--- src/sv/dbrf_pkg.sv ---
`timescale 1ns / 1ps
package dbrf_pkg;

  localparam int DEPTH_DEF = 16;
  localparam int DATA_W    = 8;
  localparam int CAP_W     = 5;

  localparam logic [CAP_W-1:0]  CAP_RESET  = CAP_W'(16);
  localparam logic [DATA_W-1:0] EMPTY_MARK = 8'hEE;

  typedef enum logic [1:0] {
    OP_PUSH  = 2'd0,
    OP_FORCE = 2'd1,
    OP_POP   = 2'd2,
    OP_LIST  = 2'd3
  } op_e;

  typedef enum logic [1:0] {
    ST_OK   = 2'd0,
    ST_FULL = 2'd1,
    ST_NOEL = 2'd2
  } status_e;

  typedef enum logic [3:0] {
    S_IDLE,
    S_DISPATCH,
    S_SCAN_RD,
    S_SCAN_CK,
    S_WRITE,
    S_EMIT_OK,
    S_EMIT_FULL,
    S_EMIT_NOEL,
    S_POP_RD,
    S_POP_WR,
    S_EMIT_POP,
    S_LIST_RD,
    S_LIST_CK,
    S_LIST_END
  } state_e;

  typedef struct packed {
    logic    capture;
    logic    inc_idx;
    logic    rd_en;
    logic    rd_tail;
    logic    wr_en;
    logic    wr_pop;
    logic    adv_head;
    logic    adv_tail;
    logic    pend_load;
    logic    out_load;
    status_e out_status;
    logic    out_elem;
    logic    out_last;
  } cmd_t;

  typedef struct packed {
    op_e  op;
    logic full;
    logic empty;
    logic scan_done;
    logic match;
    logic elem;
    logic pend_vld;
    logic out_free;
  } sts_t;

endpackage

--- src/sv/dbrf_ram.sv ---
`timescale 1ns / 1ps
module dbrf_ram #(
  parameter int WIDTH = 8,
  parameter int DEPTH = 16
) (
  input  logic                     clk_i,
  input  logic                     we_i,
  input  logic [$clog2(DEPTH)-1:0] waddr_i,
  input  logic [WIDTH-1:0]         wdata_i,
  input  logic                     re_i,
  input  logic [$clog2(DEPTH)-1:0] raddr_i,
  output logic [WIDTH-1:0]         rdata_o
);

  logic [WIDTH-1:0] mem_q [DEPTH];
  logic [WIDTH-1:0] rdata_q;

  always_ff @(posedge clk_i) begin
    if (we_i) begin
      mem_q[waddr_i] <= wdata_i;
    end
    if (re_i) begin
      rdata_q <= mem_q[raddr_i];
    end
  end

  assign rdata_o = rdata_q;

endmodule

--- src/sv/dbrf_ctrl.sv ---
`timescale 1ns / 1ps
module dbrf_ctrl (
  input  logic          clk_i,
  input  logic          rst_ni,
  input  logic          in_valid_i,
  output logic          in_stall_o,
  input  dbrf_pkg::sts_t sts_i,
  output dbrf_pkg::cmd_t cmd_o
);

  dbrf_pkg::state_e state_q, state_d;

  always_ff @(posedge clk_i or negedge rst_ni) begin
    if (!rst_ni) begin
      state_q <= dbrf_pkg::S_IDLE;
    end else begin
      state_q <= state_d;
    end
  end

  always_comb begin
    state_d = state_q;
    case (state_q)
      dbrf_pkg::S_IDLE: begin
        if (in_valid_i) state_d = dbrf_pkg::S_DISPATCH;
      end
      dbrf_pkg::S_DISPATCH: begin
        case (sts_i.op)
          dbrf_pkg::OP_PUSH:  state_d = sts_i.full ? dbrf_pkg::S_EMIT_FULL : dbrf_pkg::S_SCAN_RD;
          dbrf_pkg::OP_FORCE: state_d = sts_i.full ? dbrf_pkg::S_EMIT_FULL : dbrf_pkg::S_WRITE;
          dbrf_pkg::OP_POP:   state_d = sts_i.empty ? dbrf_pkg::S_EMIT_NOEL : dbrf_pkg::S_POP_RD;
          default:            state_d = dbrf_pkg::S_LIST_RD;
        endcase
      end
      dbrf_pkg::S_SCAN_RD: begin
        state_d = sts_i.scan_done ? dbrf_pkg::S_WRITE : dbrf_pkg::S_SCAN_CK;
      end
      dbrf_pkg::S_SCAN_CK: begin
        state_d = sts_i.match ? dbrf_pkg::S_EMIT_OK : dbrf_pkg::S_SCAN_RD;
      end
      dbrf_pkg::S_WRITE:  state_d = dbrf_pkg::S_EMIT_OK;
      dbrf_pkg::S_POP_RD: state_d = dbrf_pkg::S_POP_WR;
      dbrf_pkg::S_POP_WR: state_d = dbrf_pkg::S_EMIT_POP;
      dbrf_pkg::S_EMIT_OK, dbrf_pkg::S_EMIT_FULL, dbrf_pkg::S_EMIT_NOEL,
      dbrf_pkg::S_EMIT_POP, dbrf_pkg::S_LIST_END: begin
        if (sts_i.out_free) state_d = dbrf_pkg::S_IDLE;
      end
      dbrf_pkg::S_LIST_RD: begin
        state_d = sts_i.scan_done ? dbrf_pkg::S_LIST_END : dbrf_pkg::S_LIST_CK;
      end
      dbrf_pkg::S_LIST_CK: begin
        if (!sts_i.elem || !sts_i.pend_vld || sts_i.out_free) state_d = dbrf_pkg::S_LIST_RD;
      end
      default: state_d = dbrf_pkg::S_IDLE;
    endcase
  end

  always_comb begin
    cmd_o            = '0;
    cmd_o.out_status = dbrf_pkg::ST_OK;
    in_stall_o       = (state_q != dbrf_pkg::S_IDLE);
    case (state_q)
      dbrf_pkg::S_IDLE: begin
        cmd_o.capture = in_valid_i;
      end
      dbrf_pkg::S_SCAN_RD, dbrf_pkg::S_LIST_RD: begin
        cmd_o.rd_en = !sts_i.scan_done;
      end
      dbrf_pkg::S_SCAN_CK: begin
        cmd_o.inc_idx = !sts_i.match;
      end
      dbrf_pkg::S_WRITE: begin
        cmd_o.wr_en    = 1'b1;
        cmd_o.adv_head = 1'b1;
      end
      dbrf_pkg::S_POP_RD: begin
        cmd_o.rd_en   = 1'b1;
        cmd_o.rd_tail = 1'b1;
      end
      dbrf_pkg::S_POP_WR: begin
        cmd_o.wr_en     = 1'b1;
        cmd_o.wr_pop    = 1'b1;
        cmd_o.adv_tail  = 1'b1;
        cmd_o.pend_load = 1'b1;
      end
      dbrf_pkg::S_EMIT_OK: begin
        cmd_o.out_load = sts_i.out_free;
        cmd_o.out_last = 1'b1;
      end
      dbrf_pkg::S_EMIT_FULL: begin
        cmd_o.out_load   = sts_i.out_free;
        cmd_o.out_status = dbrf_pkg::ST_FULL;
        cmd_o.out_last   = 1'b1;
      end
      dbrf_pkg::S_EMIT_NOEL: begin
        cmd_o.out_load   = sts_i.out_free;
        cmd_o.out_status = dbrf_pkg::ST_NOEL;
        cmd_o.out_last   = 1'b1;
      end
      dbrf_pkg::S_EMIT_POP: begin
        cmd_o.out_load = sts_i.out_free;
        cmd_o.out_elem = 1'b1;
        cmd_o.out_last = 1'b1;
      end
      dbrf_pkg::S_LIST_CK: begin
        if (!sts_i.elem) begin
          cmd_o.inc_idx = 1'b1;
        end else if (!sts_i.pend_vld || sts_i.out_free) begin
          cmd_o.inc_idx   = 1'b1;
          cmd_o.pend_load = 1'b1;
          cmd_o.out_load  = sts_i.pend_vld;
          cmd_o.out_elem  = 1'b1;
        end
      end
      dbrf_pkg::S_LIST_END: begin
        cmd_o.out_load = sts_i.out_free;
        cmd_o.out_elem = sts_i.pend_vld;
        cmd_o.out_last = 1'b1;
      end
      default: begin
        cmd_o.out_status = dbrf_pkg::ST_OK;
      end
    endcase
  end

  a_out_free: assert property (@(posedge clk_i) disable iff (!rst_ni)
    cmd_o.out_load |-> sts_i.out_free)
    else $error("result loaded over a pending beat");

  a_no_rw_clash: assert property (@(posedge clk_i) disable iff (!rst_ni)
    cmd_o.wr_en |-> !cmd_o.rd_en)
    else $error("slot read and write in one cycle");

  a_capture_idle: assert property (@(posedge clk_i) disable iff (!rst_ni)
    cmd_o.capture |=> state_q == dbrf_pkg::S_DISPATCH)
    else $error("captured beat not dispatched");

endmodule

--- src/sv/dbrf_dp.sv ---
`timescale 1ns / 1ps
module dbrf_dp #(
  parameter int DEPTH = dbrf_pkg::DEPTH_DEF
) (
  input  logic                          clk_i,
  input  logic                          rst_ni,
  input  logic [1:0]                    opcode_i,
  input  logic [dbrf_pkg::DATA_W-1:0]   data_i,
  input  logic                          cfg_we_i,
  input  logic [dbrf_pkg::CAP_W-1:0]    cfg_capacity_i,
  input  logic                          out_stall_i,
  output logic                          out_valid_o,
  output logic [1:0]                    status_o,
  output logic [dbrf_pkg::DATA_W-1:0]   data_out_o,
  output logic                          element_valid_o,
  output logic                          last_o,
  output logic                          not_empty_o,
  input  dbrf_pkg::cmd_t                cmd_i,
  output dbrf_pkg::sts_t                sts_o
);

  localparam int PW  = $clog2(DEPTH);
  localparam int SW  = $clog2(DEPTH + 1);
  localparam int MW  = (SW > dbrf_pkg::CAP_W) ? SW : dbrf_pkg::CAP_W;
  localparam int DW  = dbrf_pkg::DATA_W;

  logic [dbrf_pkg::CAP_W-1:0] cap_q;
  logic [PW-1:0]              head_q, tail_q;
  logic [SW-1:0]              idx_q;
  dbrf_pkg::op_e              op_q;
  logic [DW-1:0]              data_q;
  logic [DW-1:0]              pend_q;
  logic                       pend_vld_q;
  logic [DEPTH-1:0]           vld_q;
  logic                       rvld_q;
  logic                       out_valid_q;
  dbrf_pkg::status_e          out_status_q;
  logic [DW-1:0]              out_data_q;
  logic                       out_ev_q, out_last_q, out_ne_q;

  logic [MW-1:0] cap_ext, span, head_inc, tail_inc;
  logic [PW-1:0] head_adv, tail_adv, raddr, waddr;
  logic [DW-1:0] rdata, wdata, eff;
  logic          out_free;

  assign cap_ext  = MW'(cap_q);
  assign span     = (cap_ext > MW'(DEPTH)) ? MW'(DEPTH) : cap_ext;
  assign head_inc = MW'(head_q) + MW'(1);
  assign tail_inc = MW'(tail_q) + MW'(1);
  assign head_adv = (head_inc >= span) ? '0 : head_inc[PW-1:0];
  assign tail_adv = (tail_inc >= span) ? '0 : tail_inc[PW-1:0];

  assign raddr = cmd_i.rd_tail ? tail_q : idx_q[PW-1:0];
  assign waddr = cmd_i.wr_pop ? tail_q : head_q;
  assign wdata = cmd_i.wr_pop ? dbrf_pkg::EMPTY_MARK : data_q;
  assign eff   = rvld_q ? rdata : dbrf_pkg::EMPTY_MARK;

  assign out_free = !out_valid_q || !out_stall_i;

  dbrf_ram #(
    .WIDTH(DW),
    .DEPTH(DEPTH)
  ) u_slots (
    .clk_i  (clk_i),
    .we_i   (cmd_i.wr_en),
    .waddr_i(waddr),
    .wdata_i(wdata),
    .re_i   (cmd_i.rd_en),
    .raddr_i(raddr),
    .rdata_o(rdata)
  );

  always_ff @(posedge clk_i or negedge rst_ni) begin
    if (!rst_ni) begin
      cap_q       <= dbrf_pkg::CAP_RESET;
      head_q      <= '0;
      tail_q      <= '0;
      idx_q       <= '0;
      pend_vld_q  <= 1'b0;
      vld_q       <= '0;
      out_valid_q <= 1'b0;
      op_q        <= dbrf_pkg::OP_PUSH;
    end else begin
      if (cfg_we_i) cap_q <= cfg_capacity_i;
      if (cmd_i.capture) begin
        op_q       <= dbrf_pkg::op_e'(opcode_i);
        idx_q      <= '0;
        pend_vld_q <= 1'b0;
      end
      if (cmd_i.inc_idx) idx_q <= idx_q + SW'(1);
      if (cmd_i.adv_head) head_q <= head_adv;
      if (cmd_i.adv_tail) tail_q <= tail_adv;
      if (cmd_i.wr_en) vld_q[waddr] <= 1'b1;
      if (cmd_i.pend_load) pend_vld_q <= 1'b1;
      if (cmd_i.out_load) begin
        out_valid_q <= 1'b1;
      end else if (!out_stall_i) begin
        out_valid_q <= 1'b0;
      end
    end
  end

  always_ff @(posedge clk_i) begin
    if (cmd_i.capture) data_q <= data_i;
    if (cmd_i.rd_en) rvld_q <= vld_q[raddr];
    if (cmd_i.pend_load) pend_q <= eff;
    if (cmd_i.out_load) begin
      out_status_q <= cmd_i.out_status;
      out_data_q   <= cmd_i.out_elem ? pend_q : '0;
      out_ev_q     <= cmd_i.out_elem;
      out_last_q   <= cmd_i.out_last;
      out_ne_q     <= (head_q != tail_q);
    end
  end

  always_comb begin
    sts_o.op        = op_q;
    sts_o.full      = (head_adv == tail_q);
    sts_o.empty     = (head_q == tail_q);
    sts_o.scan_done = (MW'(idx_q) >= span);
    sts_o.match     = (eff == data_q);
    sts_o.elem      = (eff != dbrf_pkg::EMPTY_MARK);
    sts_o.pend_vld  = pend_vld_q;
    sts_o.out_free  = out_free;
  end

  assign out_valid_o     = out_valid_q;
  assign status_o        = out_status_q;
  assign data_out_o      = out_data_q;
  assign element_valid_o = out_ev_q;
  assign last_o          = out_last_q;
  assign not_empty_o     = out_ne_q;

  a_head_range: assert property (@(posedge clk_i) disable iff (!rst_ni)
    MW'(head_q) < MW'(DEPTH))
    else $error("head pointer beyond depth");

  a_tail_range: assert property (@(posedge clk_i) disable iff (!rst_ni)
    MW'(tail_q) < MW'(DEPTH))
    else $error("tail pointer beyond depth");

  a_pop_frees: assert property (@(posedge clk_i) disable iff (!rst_ni)
    cmd_i.adv_tail |=> vld_q[$past(tail_q)])
    else $error("popped slot not marked written");

endmodule

--- src/sv/dedup_byte_ring_fifo_core.sv ---
`timescale 1ns / 1ps
// Byte ring FIFO with duplicate filtering; one slot always stays free, so at most
// min(capacity, DEPTH)-1 bytes are held. Items are handled one at a time: input
// stall is high from the accepted beat until the last result is loaded into the
// output register. A checked push compares each slot below min(capacity, DEPTH) in
// turn, stops at a duplicate and writes only if none was found; a forced push writes
// without a scan; pop reads the tail slot, then clears it; a push to a full buffer or
// a pop from an empty one only emits its status; list reads each slot in turn and
// emits every one not reading as 0xEE. The scan speed is set by the single read port
// of the slot RAM and its registered read data. Slots never written read as 0xEE. The
// capacity register is accepted only while no item is in flight.
module dedup_byte_ring_fifo_core #(
  parameter int DEPTH = dbrf_pkg::DEPTH_DEF
) (
  input  logic                        clk_i,
  input  logic                        rst_ni,
  input  logic                        in_valid_i,
  output logic                        in_stall_o,
  input  logic [1:0]                  opcode_i,
  input  logic [dbrf_pkg::DATA_W-1:0] data_i,
  output logic                        out_valid_o,
  input  logic                        out_stall_i,
  output logic [1:0]                  status_o,
  output logic [dbrf_pkg::DATA_W-1:0] data_out_o,
  output logic                        element_valid_o,
  output logic                        last_o,
  output logic                        not_empty_o,
  input  logic                        cfg_valid_i,
  output logic                        cfg_ready_o,
  input  logic [dbrf_pkg::CAP_W-1:0]  cfg_capacity_i
);

  dbrf_pkg::cmd_t cmd;
  dbrf_pkg::sts_t sts;

  assign cfg_ready_o = !in_stall_o;

  dbrf_ctrl u_ctrl (
    .clk_i     (clk_i),
    .rst_ni    (rst_ni),
    .in_valid_i(in_valid_i),
    .in_stall_o(in_stall_o),
    .sts_i     (sts),
    .cmd_o     (cmd)
  );

  dbrf_dp #(
    .DEPTH(DEPTH)
  ) u_dp (
    .clk_i          (clk_i),
    .rst_ni         (rst_ni),
    .opcode_i       (opcode_i),
    .data_i         (data_i),
    .cfg_we_i       (cfg_valid_i & cfg_ready_o),
    .cfg_capacity_i (cfg_capacity_i),
    .out_stall_i    (out_stall_i),
    .out_valid_o    (out_valid_o),
    .status_o       (status_o),
    .data_out_o     (data_out_o),
    .element_valid_o(element_valid_o),
    .last_o         (last_o),
    .not_empty_o    (not_empty_o),
    .cmd_i          (cmd),
    .sts_o          (sts)
  );

endmodule

--- config.mk ---
export PLATFORM = sky130hd
export DESIGN_NAME = dedup_byte_ring_fifo_core
export DESIGN_NICKNAME = d
export VERILOG_FILES = /design/src/sv/dbrf_pkg.sv /design/src/sv/dbrf_ram.sv /design/src/sv/dbrf_ctrl.sv /design/src/sv/dbrf_dp.sv /design/src/sv/dedup_byte_ring_fifo_core.sv
export SDC_FILE = /design/constraint.sdc
export NUM_CORES = 1
export LEC_CHECK = 0
export BUFFER_PORTS_ARGS = -buffer_cell sky130_fd_sc_hd__clkbuf_2
export CORE_ASPECT_RATIO = 0.6
export CORE_MARGIN = 3
export CORE_UTILIZATION = 45
export CTS_BUF_LIST = sky130_fd_sc_hd__clkbuf_8
export DETAILED_ROUTE_END_ITERATION = 16
export GPL_ROUTABILITY_DRIVEN = 0
export GPL_TIMING_DRIVEN = 1
export PLACE_DENSITY_LB_ADDON = 0.05
export SETUP_SLACK_MARGIN = 0.4
export SYNTH_ARGS = -nofsm -noshare
export SYNTH_HDL_FRONTEND = slang
export SYNTH_HIERARCHICAL = 1
export SYNTH_SLANG_ARGS = --single-unit
--- constraint.sdc ---
create_clock -name clk_i -period 6.1 [get_ports clk_i]
set_input_delay 0.305 -clock clk_i [delete_from_list [all_inputs] [get_ports clk_i]]
set_output_delay 0.305 -clock clk_i [all_outputs]
set_load 0.01 [all_outputs]
# Word-level counts from Yosys, hierarchy flattened
# Memories as Yosys holds them, arrays and structs flattened. A register that Yosys moved wholly into a read port is not among the register bits.
# Cells that the tools add are included.
# classes
add_sub_neg	3
n_lt_le_gt_ge	7
n_mux	47
reduce_logical	21
bitwise_logic	2
n_eq_ne	24
# op_table
cell	count
4-bit case mux with 10 select lines	1
4-bit two-way mux	8
4-bit == test, second input constant	6
1-bit two-way mux	18
4-bit by 3-bit == test with 1-bit output, second input constant	4
8-bit two-way mux	2
16-bit OR	1
5-bit >= comparator	3
5-bit two-way mux	3
4-bit case mux with 3 select lines	1
4-bit by 1-bit adder with 5-bit output, second input constant	2
4-bit by 5-bit < comparator with 1-bit output, second input constant	2
3-bit two-way mux	3
4-bit by 2-bit == test with 1-bit output, second input constant	2
4-bit == test	2
8-bit == test	1
8-bit inequality test, second input constant	1
1-bit case mux with 2 select lines	4
1-bit logical NOT	7
2-bit two-way mux	3
2-bit by 1-bit inequality test with 1-bit output, second input constant	3
5-bit by 1-bit adder with 5-bit output, second input constant	1
5-bit greater-than comparator, second input constant	1
5-bit OR reduction	1
other kinds (19)	24
# totals
mem_count	1
word_cells	122
ramBits	128
reg_bits	72
# mem_list
memory	depth	word_bits	read_ports	rd_ports_with_merged_regs	write_ports	line	rtl
u_dp.u_slots.mem_q	16	8	1	1	1	dbrf_ram.sv:15	logic [WIDTH-1:0] mem_q [DEPTH];

# Logic depth before layout (Yosys ltp)
# logic_depth
word_depth	8
mapped_depth	15
mapped_depth_nobuf	14

# Modules after synthesis
# Netlist, hierarchy kept.
# modules_own_cells
mod	area_per_inst_um2	instances	cells_each
dbrf_ram	5227.5	1	229
dbrf_dp	3508.4	1	297
dbrf_ctrl	685.7	1	103
dedup_byte_ring_fifo_core	10.0	1	2

# Worst setup path after synthesis
# Ideal clock, no wire load.
# synth_timing
kind	flip-flop to flip-flop
start	register u_ctrl.state_q[1]
end	memory u_dp.u_slots.mem_q[0][0] (enable)
path_slack_ns	2.882
t_required_ns	5.717
synth_period_minus_slack_ns	3.218
path_stages_with_launch	9
t_arrival_ns	2.835
n_path_buf	3
setup_ns	0.383
path_cell_list	dfrtp_1 -> buf_2 -> nor3_1 -> buf_4 -> clkbuf_1 -> mux2i_1 -> inv_1 -> or3b_2 -> nor3_1
# synth_lines
item	line	rtl
from (decl)	dbrf_ctrl.sv:11	dbrf_pkg::state_e state_q, state_d;
from (signal assigned)	dbrf_ctrl.sv:15	state_q <= dbrf_pkg::S_IDLE;
from (signal assigned)	dbrf_ctrl.sv:17	state_q <= state_d;
to (decl)	dbrf_ram.sv:15	

==> metrics.yaml <==
fin_crit_sh_pct: 63.2
vdd.ir_drop.worst_mv: 0.215
grt_max_degree: 43
drt-total-wl_mm: 20.7
synth_area_um2: 9430
ant_nets: 0
insertion_delay_ps: 550
power_density_nw_per_um2: 477
die_w_um: 193
port_buffers: 35
grt_pass1_wl_mm: 32.5
rr_worst_depth: 8
setup.worst_path.start: "u_ctrl/state_q[1]$_DFFE_PN0P_"
synth.distinct_cells: 66
synthCells: 631
switching_share_pct: 35.3
detail_route.vias_per_cell: 5.59
timing.hold.ws_ps: 184
die-height_um: 118
r2r-end: "u_dp/u_slots/rdata_o[5]$_DFFE_PP_"
cts_sinks: 208
row_count: 40
clockBufferDepth: 3
relSlewSlack_pct: 17.2
fmax_mhz: 259
finClkSkew_ps: 21.1
power.internal_uw: 3270
cts-resized-gates: 0
antenna_cells: 0
cts_setup_buffers: 0
grt-ovfl-total: 0
postLayoutCoreUtil_pct: 52.4
crit_type: "reg2reg"
synthFlopType: "edfxtp_1"
dr.pass1.iters: 5
drc_errors: 0
start_util_pct: 46.5
htree_levels: 1
synth_edf_count: 166
drtIter0Drc: 510
ys_ff_latch: 208
drive_gt1_share_pct: 19.7
ys_seq_area_share_pct: 64.0
cp.required_ps: 6400
synthArstFlopShare_pct: 20.2
cp.arrival_ps: 4150
power_frac_comb_pct: 35.0
dpl.hpwl_mm: 14.4
worstSetupEndpointType: "register"
cts_root_buffer: "clkbuf_8"
io_pins: 36
setup_tns_ps: 0
finalSetupViolCount: 0
start_kind: "register"
hp-class: "in2reg"
syn_nets: 669
tightest_slew_ps: 1240
finalHoldViolCount: 0
finalPower_uw: 5060
rsz0062_at_grt: "false"
dieArea_um2: 22800
wire_per_inst_um: 20.9
path_clk_slew_ps: 70
synth-warning-count: 6
antenna_found_initial: 0
critPathCapture: "u_dp/u_slots/rdata_o[5]$_DFFE_PP_"
final_nets: 730
first_global_vias: 5456
r2r_start: "u_ctrl/state_q[1]$_DFFE_PN0P_"
p_clk_share_pct: 23.6
p_switching_uw: 1790
avgSynthCellArea_um2: 14.9
finalMaxSlewViolations: 0
p_leak_uw: 0.00394
core_um2: 20300
tritoncts: "yes"
sequentialPowerShare_pct: 41.4
grtUsageTotal_pct: 18.7
reg2reg_slack_ps: 2250
vias: 5532
cap_violations: 0
syn2layout_area_growth_pct: 12.6
crit_fanout: 32
fin_crit_ps: 3850
status: "finished, final reports clean"
numCtsBuffers: 31
-- logic make-up (layout without fill, tap and decap cells) --
family          count (synthesis)  in the layout  synth area share [%]
xor+xnor                       17             17                  1.58
mux                            60             60                  11.6
flops                         208            208                  64.0
buf+inv                        51            136                  3.02
simple gates                  171            171                  9.17
fa+ha+maj                      18             18                  2.39
compound gates                106            106                  8.23
-- power by group through the flow --
stage                     registers [µW]  clock network, µW  logic, µW
final                               2100               1190       1770
after global routing                2130               1290       1970
after CTS                           2100               1230       1780
after detailed placement            2130                  0       1760
after global placement              2120                  0       1720
after floorplan                     1980                  0       1450
-- registers in the layout (all words and copies together), names as in the netlist, 5 cells and up --
| register | cells |
|---|---|
| u_dp/data_q | 8 |
| u_dp/pend_q | 8 |
| u_dp/u_slots/mem_q | 128 |
| u_dp/u_slots/rdata_o | 8 |
| u_dp/data_out_o | 8 |
| u_dp/cap_ext | 5 |
| u_dp/idx_q | 5 |
| u_dp/vld_q | 16 |
-- cells in the final DEF (no fill, tap or decap), types with 5 or more instances in the layout --
cell,n
clkbuf_2,35
inv_1,25
dfrtp_1,41
mux4_1,14
nand2_1,40
nor2b_1,12
a21oi_1,8
a22oi_1,16
mux2i_1,13
mux2_2,13
clkbuf_8,31
a211oi_1,6
clkinv_1,7
dlygate4sd3_1,16
o22ai_1,5
ha_1,18
xnor2_1,14
or2_2,9
nand3_1,13
mux4_2,18
clkinv_2,9
o21bai_1,12
nand2b_1,15
buf_4,6
a21o_1,8
nor2_1,40
and2_1,11
o21ai_0,16
edfxtp_1,166
nand4_1,5
-- Yosys cell counts (3+ instances only) --
cell type        count  area (µm²)
or2_2                9        56.3
mux4_2              18         405
and2_1              11        68.8
inv_1               21        78.8
edfxtp_1           166        4980
a21o_1               8        60.1
buf_6                6        67.6
ha_1                18         225
mux2_2              13         146
nand2_1             40         150
a32oi_1              3        26.3
clkdlybuf4s25_2      3        30.0
a22o_1               4        35.0
mux2i_1             13         130
a21oi_1              8        40.0
nand3b_1             3        22.5
o21a_1               3        22.5
a211oi_1             6        45.0
xnor2_1             14         123
xor2_1               3        26.3
nor3_1               8        40.0
a22oi_1             16         120
nand4_1              5        31.3
o21ai_0             16        80.1
buf_4                5        37.5
o22ai_1              5        31.3
dfrtp_1             41        1030
o21bai_1            12        90.1
nand3_1             13        65.1
a31oi_1              3        18.8
nand2b_1            15        93.8
clkbuf_1             4        15.0
and3_1               4        25.0
nor2_1              40         150
mux4_1              14         368
buf_2                9        45.0
a2111oi_0            3        26.3
nor3b_1              3        22.5
nor2b_1             12        75.1
-- critical path, cell delays in order (launching register included) --
cell and delay, ps:
dfrtp_1 640, or2_4 390, nor2_1 750, mux2i_4 260
inv_1 110, buf_4 500, mux4_1 650, a22oi_1 210
nand2_1 90
-- timing repair --
action / in CTS / in global routing
endpoints found under the setup margin: 0 / 0
hold buffers: 16 / 0
endpoints found under the hold margin: 56 / 0
-- layer usage --
layer	wire, µm	vias up	global-route usage (%)	share of wire (%)
met5	0	-	0	0
met4	324	0	3.52	1.6
met3	959	26	2.76	4.6
met2	8090	147	23.8	39
met1	11300	2806	33.0	55
li1	-	2553	-	-
-- area by class of cell --
type | instances | area [µm²]
Clock buffer | 31 | 427
Tap cell | 273 | 342
Multi-Input combinational cell | 372 | 3130
Fill cell | 1697 | 9650
Sequential cell | 208 | 6040
Timing Repair Buffer | 57 | 380
Clock inverter | 26 | 223
Inverter | 22 | 82.6
-- how the worst min path moves through the flow --
stage	to	slack (ps)	from	depth (start not counted)
after floorplan	u_ctrl/state_q[0]$_DFFE_PN0P_	9	rst_ni	0
after global placement	u_dp/cap_ext[0]$_DFFE_PN0P_	420	rst_ni	2
after detailed placement	u_dp/cap_ext[0]$_DFFE_PN0P_	430	rst_ni	2
after CTS	u_dp/cap_ext[4]$_DFFE_PN1P_	150	cfg_valid_i	4
after global routing	u_dp/cap_ext[4]$_DFFE_PN1P_	200	cfg_valid_i	4
final	u_dp/cap_ext[4]$_DFFE_PN1P_	180	cfg_valid_i	4
-- per-stage QoR --
stage | cells | area (µm²) | setup WS, ps
finish | 989 | 10600 | 2250
global route | 989 | 10600 | 1930
CTS | 988 | 10600 | 2250
detailed placement | 915 | 9800 | 2260
global placement | 915 | 9800 | 1960
floorplan | 631 | 9430 | 2880
Power figures use the tool's default switching activity.
